### src/design/kmer_seed_pair_matcher_defines.svh
// ----------------------------------------------------------------------------
// kmer_seed_pair_matcher_defines.svh
// Assertion macros shared by the k-mer seed pair matcher.
// ----------------------------------------------------------------------------
`ifndef KMER_SEED_PAIR_MATCHER_DEFINES_SVH
`define KMER_SEED_PAIR_MATCHER_DEFINES_SVH

// Same-cycle implication, checked out of reset.
`define KSPM_ASSERT_NOW(label, clk, rst_n, ante, cons, msg) \
    label: assert property (@(posedge clk) disable iff (!(rst_n)) (ante) |-> (cons)) \
        else $error(msg);

// Next-cycle implication, checked out of reset.
`define KSPM_ASSERT_NEXT(label, clk, rst_n, ante, cons, msg) \
    label: assert property (@(posedge clk) disable iff (!(rst_n)) (ante) |=> (cons)) \
        else $error(msg);

`endif

### src/design/kspm_pkg.sv
// ----------------------------------------------------------------------------
// kspm_pkg
// Widths, codes, entry type and length helpers of the k-mer seed pair matcher.
// ----------------------------------------------------------------------------
package kspm_pkg;

    localparam int STORE_DEPTH   = 64;
    localparam int MAX_KMER_LEN  = 9;
    localparam int MIN_KMER_LEN  = 4;
    localparam int WINDOW_FACTOR = 10;

    localparam int NT_W   = 3;
    localparam int KMER_W = NT_W * MAX_KMER_LEN;
    localparam int SID_W  = 8;
    localparam int POS_W  = 16;
    localparam int LEN_W  = 4;
    localparam int STAT_W = 2;
    localparam int IDX_W  = $clog2(STORE_DEPTH);
    localparam int CNT_W  = $clog2(STORE_DEPTH + 1);
    localparam int WIN_W  = $clog2(WINDOW_FACTOR * MAX_KMER_LEN + 1);

    localparam logic [LEN_W-1:0] KMER_LEN_RESET = LEN_W'(MIN_KMER_LEN);

    localparam logic FUNC_INSERT = 1'b0;
    localparam logic FUNC_CLEAR  = 1'b1;

    localparam logic [STAT_W-1:0] ST_EDGE  = 2'd0;
    localparam logic [STAT_W-1:0] ST_FULL  = 2'd1;
    localparam logic [STAT_W-1:0] ST_CLEAR = 2'd2;

    typedef struct packed {
        logic [KMER_W-1:0] kmer;
        logic [SID_W-1:0]  sid;
        logic [POS_W-1:0]  pos;
    } t_entry;

    function automatic logic [LEN_W-1:0] kspm_eff_len(input logic [LEN_W-1:0] len);
        logic [LEN_W-1:0] eff;
        eff = len;
        if (len < LEN_W'(MIN_KMER_LEN)) begin
            eff = LEN_W'(MIN_KMER_LEN);
        end else if (len > LEN_W'(MAX_KMER_LEN)) begin
            eff = LEN_W'(MAX_KMER_LEN);
        end
        return eff;
    endfunction

    function automatic logic [KMER_W-1:0] kspm_mask(input logic [LEN_W-1:0] len);
        logic [LEN_W-1:0]  eff;
        logic [KMER_W-1:0] m;
        eff = kspm_eff_len(len);
        m   = '0;
        for (int n = 0; n < MAX_KMER_LEN; n++) begin
            if (LEN_W'(n) < eff) begin
                m[NT_W*n +: NT_W] = '1;
            end
        end
        return m;
    endfunction

    function automatic logic [WIN_W-1:0] kspm_window(input logic [LEN_W-1:0] len);
        return WIN_W'(WINDOW_FACTOR * int'(kspm_eff_len(len)));
    endfunction

endpackage

### src/design/kspm_cell.sv
// ----------------------------------------------------------------------------
// kspm_cell
// One store entry of the rotating ring; passes its entry on when shifted.
// ----------------------------------------------------------------------------
module kspm_cell (
    input  logic            i_clk,
    input  logic            i_shift,
    input  kspm_pkg::t_entry i_entry,
    output kspm_pkg::t_entry o_entry
);
    import kspm_pkg::*;

    t_entry r_entry;

    always_ff @(posedge i_clk) begin
        if (i_shift) begin
            r_entry <= i_entry;
        end
    end

    assign o_entry = r_entry;

endmodule

### src/design/kspm_match.sv
// ----------------------------------------------------------------------------
// kspm_match
// Compares the entry at the head of the ring with the query k-mer.
// ----------------------------------------------------------------------------
module kspm_match (
    input  kspm_pkg::t_entry                 i_entry,
    input  kspm_pkg::t_entry                 i_query,
    input  logic [kspm_pkg::KMER_W-1:0]      i_mask,
    input  logic [kspm_pkg::WIN_W-1:0]       i_window,
    output logic                             o_hit
);
    import kspm_pkg::*;

    logic [POS_W-1:0] w_diff;
    logic             w_kmer_eq;
    logic             w_sid_ne;
    logic             w_near;

    assign w_diff    = (i_entry.pos >= i_query.pos) ? (i_entry.pos - i_query.pos)
                                                    : (i_query.pos - i_entry.pos);
    assign w_kmer_eq = ((i_entry.kmer ^ i_query.kmer) & i_mask) == '0;
    assign w_sid_ne  = i_entry.sid != i_query.sid;
    assign w_near    = w_diff <= {{(POS_W-WIN_W){1'b0}}, i_window};
    assign o_hit     = w_kmer_eq && w_sid_ne && w_near;

endmodule

### src/design/kmer_seed_pair_matcher.sv
// ----------------------------------------------------------------------------
// kmer_seed_pair_matcher
// Insert-and-match store for k-mer seeds built as a rotating ring of cells.
// ----------------------------------------------------------------------------
// The store is a ring of STORE_DEPTH cells, one entry each. An insert rotates
// the ring once round, one cell per cycle while no edge waits on a stalled
// output, past a single comparator at the head; the new k-mer drops into the
// ring as its slot passes, and matches come out in ascending earlier_index
// with last on the final one. The ring holds while an edge waits on a stalled
// output. A clear or a store-full item waits in S_SINGLE until the output
// register is free for its result. Items are taken one at a time; the next
// input transfer can happen while the last result still waits in the output
// register. The user must see that kmer_length is written only when idle;
// the block itself does not enforce this.
module kmer_seed_pair_matcher (
    input  logic                          i_clk,
    input  logic                          i_rst_n,
    input  logic                          i_cfg_we,
    input  logic [kspm_pkg::LEN_W-1:0]    i_cfg_wdata,
    input  logic                          i_in_valid,
    output logic                          o_in_stall,
    input  logic                          i_func,
    input  logic [kspm_pkg::KMER_W-1:0]   i_kmer,
    input  logic [kspm_pkg::SID_W-1:0]    i_sequence_id,
    input  logic [kspm_pkg::POS_W-1:0]    i_start_position,
    output logic                          o_out_valid,
    input  logic                          i_out_stall,
    output logic [kspm_pkg::STAT_W-1:0]   o_status,
    output logic [kspm_pkg::IDX_W-1:0]    o_earlier_index,
    output logic [kspm_pkg::IDX_W-1:0]    o_new_index,
    output logic                          o_last
);
    import kspm_pkg::*;

    `include "kmer_seed_pair_matcher_defines.svh"

    typedef enum logic [3:0] {
        S_IDLE   = 4'b0001,
        S_SCAN   = 4'b0010,
        S_DONE   = 4'b0100,
        S_SINGLE = 4'b1000
    } t_state;

    t_state              r_state,  n_state;
    logic [IDX_W-1:0]    r_step,   n_step;
    logic [CNT_W-1:0]    r_count,  n_count;
    logic                r_pend_valid, n_pend_valid;
    logic [IDX_W-1:0]    r_pend_idx,   n_pend_idx;
    t_entry              r_query,  n_query;
    logic [KMER_W-1:0]   r_mask,   n_mask;
    logic [WIN_W-1:0]    r_window, n_window;
    logic [STAT_W-1:0]   r_single_status, n_single_status;
    logic [LEN_W-1:0]    r_kmer_len;
    logic                r_out_valid,   n_out_valid;
    logic [STAT_W-1:0]   r_out_status,  n_out_status;
    logic [IDX_W-1:0]    r_out_earlier, n_out_earlier;
    logic [IDX_W-1:0]    r_out_new,     n_out_new;
    logic                r_out_last,    n_out_last;

    t_entry              w_cell [STORE_DEPTH];
    t_entry              w_tail;
    logic                w_match;
    logic                w_out_free;
    logic                w_accept;
    logic                w_hit;
    logic                w_emit;
    logic                w_shift;
    logic                w_last_step;

    // Ring: cell 0 is the head and holds entry r_step; it wraps into the tail.
    for (genvar g = 0; g < STORE_DEPTH; g++) begin : g_ring
        if (g == STORE_DEPTH - 1) begin : g_tail
            kspm_cell u_cell (
                .i_clk   (i_clk),
                .i_shift (w_shift),
                .i_entry (w_tail),
                .o_entry (w_cell[g])
            );
        end else begin : g_body
            kspm_cell u_cell (
                .i_clk   (i_clk),
                .i_shift (w_shift),
                .i_entry (w_cell[g+1]),
                .o_entry (w_cell[g])
            );
        end
    end

    kspm_match u_match (
        .i_entry  (w_cell[0]),
        .i_query  (r_query),
        .i_mask   (r_mask),
        .i_window (r_window),
        .o_hit    (w_match)
    );

    // Drop the new k-mer into its slot as that slot leaves the head.
    assign w_tail      = ({1'b0, r_step} == r_count) ? r_query : w_cell[0];
    assign w_out_free  = !r_out_valid || !i_out_stall;
    assign w_accept    = i_in_valid && (r_state == S_IDLE);
    assign w_hit       = (r_state == S_SCAN) && ({1'b0, r_step} < r_count) && w_match;
    // A second hit pushes the held edge out; hold the ring if it cannot go.
    assign w_emit      = w_hit && r_pend_valid;
    assign w_shift     = (r_state == S_SCAN) && (!w_emit || w_out_free);
    assign w_last_step = r_step == IDX_W'(STORE_DEPTH - 1);

    always_comb begin
        n_state         = r_state;
        n_step          = r_step;
        n_count         = r_count;
        n_pend_valid    = r_pend_valid;
        n_pend_idx      = r_pend_idx;
        n_query         = r_query;
        n_mask          = r_mask;
        n_window        = r_window;
        n_single_status = r_single_status;
        n_out_valid     = r_out_valid && i_out_stall;
        n_out_status    = r_out_status;
        n_out_earlier   = r_out_earlier;
        n_out_new       = r_out_new;
        n_out_last      = r_out_last;

        case (r_state)
            S_IDLE: begin
                if (w_accept) begin
                    n_query      = '{kmer: i_kmer, sid: i_sequence_id, pos: i_start_position};
                    n_mask       = kspm_mask(r_kmer_len);
                    n_window     = kspm_window(r_kmer_len);
                    n_step       = '0;
                    n_pend_valid = 1'b0;
                    if (i_func == FUNC_CLEAR) begin
                        n_count         = '0;
                        n_single_status = ST_CLEAR;
                        n_state         = S_SINGLE;
                    end else if (r_count == CNT_W'(STORE_DEPTH)) begin
                        n_single_status = ST_FULL;
                        n_state         = S_SINGLE;
                    end else begin
                        n_state = S_SCAN;
                    end
                end
            end
            S_SCAN: begin
                if (w_shift) begin
                    n_step = r_step + 1'b1;
                    if (w_emit) begin
                        n_out_valid   = 1'b1;
                        n_out_status  = ST_EDGE;
                        n_out_earlier = r_pend_idx;
                        n_out_new     = r_count[IDX_W-1:0];
                        n_out_last    = 1'b0;
                    end
                    if (w_hit) begin
                        n_pend_valid = 1'b1;
                        n_pend_idx   = r_step;
                    end
                    if (w_last_step) begin
                        n_count = r_count + 1'b1;
                        n_state = S_DONE;
                    end
                end
            end
            S_DONE: begin
                if (!r_pend_valid) begin
                    n_state = S_IDLE;
                end else if (w_out_free) begin
                    n_out_valid   = 1'b1;
                    n_out_status  = ST_EDGE;
                    n_out_earlier = r_pend_idx;
                    n_out_new     = IDX_W'(r_count - 1'b1);
                    n_out_last    = 1'b1;
                    n_pend_valid  = 1'b0;
                    n_state       = S_IDLE;
                end
            end
            S_SINGLE: begin
                if (w_out_free) begin
                    n_out_valid   = 1'b1;
                    n_out_status  = r_single_status;
                    n_out_earlier = '0;
                    n_out_new     = '0;
                    n_out_last    = 1'b1;
                    n_state       = S_IDLE;
                end
            end
            default: begin
                n_state = S_IDLE;
            end
        endcase
    end

    always_ff @(posedge i_clk) begin
        if (!i_rst_n) begin
            r_state      <= S_IDLE;
            r_step       <= '0;
            r_count      <= '0;
            r_pend_valid <= 1'b0;
            r_out_valid  <= 1'b0;
            r_kmer_len   <= KMER_LEN_RESET;
        end else begin
            r_state      <= n_state;
            r_step       <= n_step;
            r_count      <= n_count;
            r_pend_valid <= n_pend_valid;
            r_out_valid  <= n_out_valid;
            if (i_cfg_we) begin
                r_kmer_len <= i_cfg_wdata;
            end
        end
    end

    always_ff @(posedge i_clk) begin
        r_pend_idx      <= n_pend_idx;
        r_query         <= n_query;
        r_mask          <= n_mask;
        r_window        <= n_window;
        r_single_status <= n_single_status;
        r_out_status    <= n_out_status;
        r_out_earlier   <= n_out_earlier;
        r_out_new       <= n_out_new;
        r_out_last      <= n_out_last;
    end

    assign o_in_stall      = r_state != S_IDLE;
    assign o_out_valid     = r_out_valid;
    assign o_status        = r_out_status;
    assign o_earlier_index = r_out_earlier;
    assign o_new_index     = r_out_new;
    assign o_last          = r_out_last;

    `KSPM_ASSERT_NEXT(a_count_step, i_clk, i_rst_n,
        (r_state == S_SCAN) && w_shift && w_last_step,
        (r_count == $past(r_count) + 1'b1) && (r_state == S_DONE),
        "store count did not advance at the end of the ring rotation")
    `KSPM_ASSERT_NOW(a_edge_order, i_clk, i_rst_n,
        r_out_valid && (r_out_status == ST_EDGE),
        r_out_earlier < r_out_new,
        "edge names an earlier index that is not below the new index")
    `KSPM_ASSERT_NOW(a_pend_scope, i_clk, i_rst_n,
        r_pend_valid,
        (r_state == S_SCAN) || (r_state == S_DONE),
        "held edge outside an insert")

endmodule
### config.mk
export PLATFORM = sky130hd
export DESIGN_NAME = kmer_seed_pair_matcher
export DESIGN_NICKNAME = d
export VERILOG_FILES = /design/src/design/kspm_pkg.sv /design/src/design/kspm_cell.sv /design/src/design/kspm_match.sv /design/src/design/kmer_seed_pair_matcher.sv
export VERILOG_INCLUDE_DIRS = /design/src /design/src/design
export SDC_FILE = /design/constraint.sdc
export NUM_CORES = 2
export LEC_CHECK = 0
export ABC_AREA = 0
export BUFFER_PORTS_ARGS = -buffer_cell sky130_fd_sc_hd__clkbuf_2
export CAP_MARGIN = 20
export CORE_MARGIN = 2
export CORE_UTILIZATION = 30
export DETAILED_ROUTE_END_ITERATION = 7
export SYNTH_ARGS = -nofsm -noshare
export SYNTH_HDL_FRONTEND = slang
export SYNTH_SLANG_ARGS = --single-unit
### constraint.sdc
create_clock -name i_clk -period 119.5 [get_ports i_clk]
set_input_delay 5.975 -clock i_clk [delete_from_list [all_inputs] [get_ports i_clk]]
set_output_delay 5.975 -clock i_clk [all_outputs]
set_load 0.02 [all_outputs]
==> flow_results.xml <==
<?xml version="1.0" encoding="UTF-8"?>
<metrics>
  <group name="timing">
    <metric name="max_slew.worst_pin.slew" unit="ns">1.15</metric>
    <metric name="slew_violations" unit="">0</metric>
    <metric name="setup_viol" unit="">0</metric>
    <metric name="setup_repair_after_global_routing_missed_its_margin" unit="">no</metric>
    <metric name="timing.clock.skew" unit="ns">0.0418</metric>
    <metric name="fmaxAchievable" unit="GHz">0.0847</metric>
    <metric name="worst_hold_slack" unit="ns">0.392</metric>
    <metric name="worst_slew_margin_rel" unit="">0.233</metric>
    <metric name="totalNegativeSetupSlack" unit="ns">0</metric>
    <metric name="setup_ws" unit="ns">107.69</metric>
    <metric name="hold_viol" unit="">0</metric>
    <metric name="finalCritPeriodShare" unit="">0.0988</metric>
    <metric name="timing.final.crit_period" unit="ns">11.81</metric>
  </group>
  <group name="synthesis">
    <metric name="synthXorXnorAreaFrac" unit="">0.00408</metric>
    <metric name="synth_area_in_compound_gates" unit="">0.00999</metric>
    <metric name="yosys.area_share.simple" unit="">0.00990</metric>
    <metric name="ys_seq_elements" unit="">3376</metric>
    <metric name="muxShareOfSynthArea" unit="">0.00492</metric>
    <metric name="synth_enable_flop_cells" unit="">3353</metric>
    <metric name="synthAdderAreaFrac" unit="">0.00640</metric>
    <metric name="yosysWarnings" unit="">0</metric>
    <metric name="largest_family_of_logic_cells_by_synthesized_area" unit="">compound AO/OA/AOI/OAI gates</metric>
    <metric name="syn-mean-instance-area" unit="µm²">26.4</metric>
    <metric name="synth-seq-area-share" unit="">0.961</metric>
    <metric name="synth-async-reset-ratio" unit="">0</metric>
    <metric name="post_synth_instance_area" unit="µm²">105000</metric>
    <metric name="netlist-cell-type-count" unit="">69</metric>
    <metric name="synth_ff_type" unit="">sky130_fd_sc_hd__edfxtp_1</metric>
    <metric name="cell_count_after_synthesis" unit="">3985</metric>
  </group>
  <group name="route">
    <metric name="wirelength" unit="µm">144000</metric>
    <metric name="drc_violations_left" unit="">0</metric>
    <metric name="first_drt_pass_iteration_count" unit="">7</metric>
    <metric name="via_count" unit="">37100</metric>
    <metric name="antenna_violating_nets_post_route" unit="">0</metric>
    <metric name="viasPerCell" unit="">3.99</metric>
    <metric name="detailedRoute.firstIterationViolations" unit="">3956</metric>
    <metric name="routedWlPerCell" unit="µm">15.5</metric>
  </group>
  <group name="place">
    <metric name="post-place-ws" unit="ns">106.28</metric>
    <metric name="io_buffer_count" unit="">77</metric>
    <metric name="placedInstanceArea" unit="µm²">112000</metric>
    <metric name="detailedPlacementHpwl" unit="µm">71600</metric>
    <metric name="place_congestion" unit="">0.777</metric>
  </group>
  <group name="cells_and_area">
    <metric name="nets" unit="">4525</metric>
    <metric name="finish.instance_area" unit="µm²">122000</metric>
    <metric name="drive_above_1_share" unit="">0.132</metric>
    <metric name="postLayoutCoreUtil" unit="">0.350</metric>
    <metric name="areaGrowthSynthToFinish" unit="%">16.2</metric>
  </group>
  <group name="critical_path">
    <metric name="cp_data_required_time" unit="ns">120.03</metric>
    <metric name="cp-start-kind" unit="">primary input</metric>
    <metric name="timing.critical_path.to_type" unit="">flop</metric>
    <metric name="path_max_fanout" unit="">222</metric>
    <metric name="path_class" unit="">in2reg</metric>
    <metric name="cp.arrival" unit="ns">12.35</metric>
  </group>
  <group name="floorplan">
    <metric name="floorplan.die_area" unit="µm²">356000</metric>
    <metric name="fp.dieW" unit="µm">596</metric>
    <metric name="top_level_ports" unit="">78</metric>
    <metric name="design.core.area" unit="µm²">349000</metric>
    <metric name="fp.dieH" unit="µm">596</metric>
    <metric name="initial_utilization" unit="">0.301</metric>
    <metric name="placementRows" unit="">217</metric>
  </group>
  <group name="power_and_ir_drop">
    <metric name="max-vdd-ir-drop" unit="mV">0.0118</metric>
    <metric name="total_leakage_power" unit="nW">35.2</metric>
    <metric name="powerDensity" unit="nW/µm²">19.2</metric>
  </group>
  <group name="grt">
    <metric name="grt_first_pass_wirelength" unit="µm">219000</metric>
    <metric name="number_of_global_route_vias_before_repair" unit="">36700</metric>
    <metric name="pin_count_of_the_biggest_net_entering_global_routing" unit="">223</metric>
    <metric name="groute.usage.overall" unit="">0.0776</metric>
    <metric name="antenna_found_initial" unit="">15</metric>
    <metric name="grt-ovfl-total" unit="">0</metric>
  </group>
  <group name="clock_tree">
    <metric name="cts.htree.levels" unit="">5</metric>
    <metric name="cts-buffers-inserted" unit="">329</metric>
    <metric name="cts-resized-gates" unit="">0</metric>
    <metric name="cts_tree" unit="">built</metric>
    <metric name="cts_sinks" unit="">3376</metric>
    <metric name="clock_tree.root_cell" unit="">sky130_fd_sc_hd__clkbuf_16</metric>
    <metric name="path_clk_slew" unit="ns">0.06</metric>
    <metric name="cts_hold_repair.buffers" unit="">0</metric>
    <metric name="post-cts-setup-buffers" unit="">0</metric>
    <metric name="cts_max_path_buffers" unit="">4</metric>
    <metric name="clkLatencyLatePin" unit="ns">0.87</metric>
  </group>
  <group name="job">
    <metric name="max_cap_violations" unit="">0</metric>
  </group>
  <group name="outcome">
    <metric name="outcome" unit="">complete, no violations</metric>
  </group>
  <group name="hold_path">
    <metric name="type_of_the_most_critical_hold_path" unit="">reg2reg</metric>
  </group>
</metrics>
where the power goes:
part	switching, W	internal, W
registers	0.00000520	0.00131
clock network	0.000422	0.000576
logic	0.0000250	0.00000836
total	0.000452	0.00189
worst paths after layout:
kind	start	end	slack (ns)	cells after the start
min	g_ring[19].g_body.u_cell.o_entry[18]$_DFFE_PP_	g_ring[18].g_body.u_cell.o_entry[18]$_DFFE_PP_	0.39	0
max	i_out_stall	g_ring[4].g_body.u_cell.o_entry[27]$_DFFE_PP_	107.69	13
min reg2reg	g_ring[19].g_body.u_cell.o_entry[18]$_DFFE_PP_	g_ring[18].g_body.u_cell.o_entry[18]$_DFFE_PP_	0.39	0
max reg2reg	g_ring[0].g_body.u_cell.o_entry[0]$_DFFE_PP_	g_ring[4].g_body.u_cell.o_entry[27]$_DFFE_PP_	109.12	28
Yosys cell counts, drive strengths merged (4+ instances only):
library cell,count,area (µm²)
a211oi,5,37.5
a21o,10,75.1
a21oi,40,200
a31oi,6,37.5
and2,14,87.6
and3,6,37.5
and4,7,61.3
buf,13,81.3
clkbuf,17,63.8
dfxtp,23,460
edfxtp,3353,101000
ha,49,613
inv,62,233
mux2,38,428
mux2i,9,90.1
nand2,62,233
nand3,25,125
nand4,12,75.1
nor2,30,113
nor2b,6,37.5
nor3,13,65.1
o2111ai,4,35.0
o211ai,4,30.0
o21a,5,37.5
o21ai,49,245
o22ai,6,37.5
o31ai,7,52.6
or3,9,56.3
or4,4,30.0
xnor2,23,201
xor2,26,228
per-layer routing:
layer	wire length, µm	GRT usage	up-vias	share of wire
li1	-	-	16900	-
met1	67200	0.109	19000	0.47
met2	65100	0.116	829	0.45
met3	6460	0.0161	340	0.045
met4	5040	0.0331	0	0.035
met5	0	0	-	0
worst max-delay path: stages:
cell                       delay, ns
sky130_fd_sc_hd__clkbuf_2       0.10
sky130_fd_sc_hd__and3_1         0.27
sky130_fd_sc_hd__a21boi_1       0.17
sky130_fd_sc_hd__or4b_1         0.42
sky130_fd_sc_hd__nand2_1        0.25
sky130_fd_sc_hd__inv_8          0.60
sky130_fd_sc_hd__buf_4          0.41
sky130_fd_sc_hd__buf_16         0.34
sky130_fd_sc_hd__buf_4          0.78
sky130_fd_sc_hd__buf_4          0.79
sky130_fd_sc_hd__buf_12         0.80
sky130_fd_sc_hd__buf_4          0.58
sky130_fd_sc_hd__buf_16         0.31
final cells by class:
cell class	count	area (µm²)
Multi-Input combinational cell	519	3760
Tap cell	4599	5750
Antenna cell	6	15.0
Clock buffer	411	8600
Fill cell	31500	227000
Sequential cell	3376	101000
Timing Repair Buffer	123	881
Inverter	63	246
Clock inverter	186	1910
stage by stage:
stage	cells	total power, W
global route	9283	0.00243
global placement	8674	0.00137
detailed placement	8674	0.00137
finish	9283	0.00235
floorplan	3988	0.00144
CTS	9271	0.00238
flip-flops by register name, summed over array words and instances (netlist names):
name and cells:
g_ring.g_body.u_cell.o_entry 3213, r_step 6, r_kmer_len 4, r_query 51, r_pend_idx 6, g_ring.g_tail.u_cell.o_entry 51, o_status 2, o_last 1
r_count 7, o_out_valid 1, o_new_index 6, r_mask 9, o_earlier_index 6, r_state 4, r_window 6, r_single_status 2
r_pend_valid 1
placed cells by master (no fill, tap or decap), types with 5 or more instances in the layout:
cell type / synthesis / final
sky130_fd_sc_hd__o21ai_0: 44 / 44
sky130_fd_sc_hd__nor3_1: 13 / 12
sky130_fd_sc_hd__mux2_2: 38 / 38
sky130_fd_sc_hd__a21o_1: 10 / 10
sky130_fd_sc_hd__nor2b_1: 6 / 6
sky130_fd_sc_hd__buf_16: 0 / 5
sky130_fd_sc_hd__inv_1: 62 / 60
sky130_fd_sc_hd__clkinv_1: 1 / 80
sky130_fd_sc_hd__a211oi_1: 5 / 5
sky130_fd_sc_hd__o22ai_1: 6 / 6
sky130_fd_sc_hd__mux2i_1: 9 / 9
sky130_fd_sc_hd__dfxtp_1: 23 / 23
sky130_fd_sc_hd__clkbuf_2: 0 / 77
sky130_fd_sc_hd__nand2_1: 62 / 62
sky130_fd_sc_hd__or3_1: 9 / 9
sky130_fd_sc_hd__nand3_1: 25 / 25
sky130_fd_sc_hd__clkinvlp_4: 0 / 6
sky130_fd_sc_hd__bufinv_16: 0 / 28
sky130_fd_sc_hd__inv_6: 0 / 10
sky130_fd_sc_hd__clkinv_2: 0 / 42
sky130_fd_sc_hd__a21oi_1: 40 / 40
sky130_fd_sc_hd__xnor2_1: 23 / 23
sky130_fd_sc_hd__o21a_1: 5 / 5
sky130_fd_sc_hd__a31oi_1: 6 / 6
sky130_fd_sc_hd__clkbuf_1: 17 / 79
sky130_fd_sc_hd__diode_2: 0 / 6
sky130_fd_sc_hd__nand4_1: 12 / 12
sky130_fd_sc_hd__and3_1: 6 / 6
sky130_fd_sc_hd__buf_4: 3 / 37
sky130_fd_sc_hd__ha_1: 49 / 49
sky130_fd_sc_hd__clkinv_16: 0 / 7
sky130_fd_sc_hd__o21ai_1: 5 / 5
sky130_fd_sc_hd__edfxtp_1: 3353 / 3353
sky130_fd_sc_hd__clkinv_8: 0 / 7
sky130_fd_sc_hd__and2_1: 14 / 14
sky130_fd_sc_hd__clkbuf_16: 0 / 332
sky130_fd_sc_hd__xor2_1: 26 / 26
sky130_fd_sc_hd__and4_1: 7 / 7
sky130_fd_sc_hd__nor2_1: 30 / 29
logic make-up (layout without fill, tap and decap cells):
kind of cell | after synthesis | count (layout)
adders and majority gates | 52 | 52
DFF | 3376 | 3376
buffers and inverters | 93 | 783
other | 1 | 10
and+or+nand+nor | 203 | 203
muxes | 47 | 47
xor gates and xnor gates | 49 | 49
AOI/OAI and AO/OA | 164 | 164
Power figures use the tool's default switching activity.
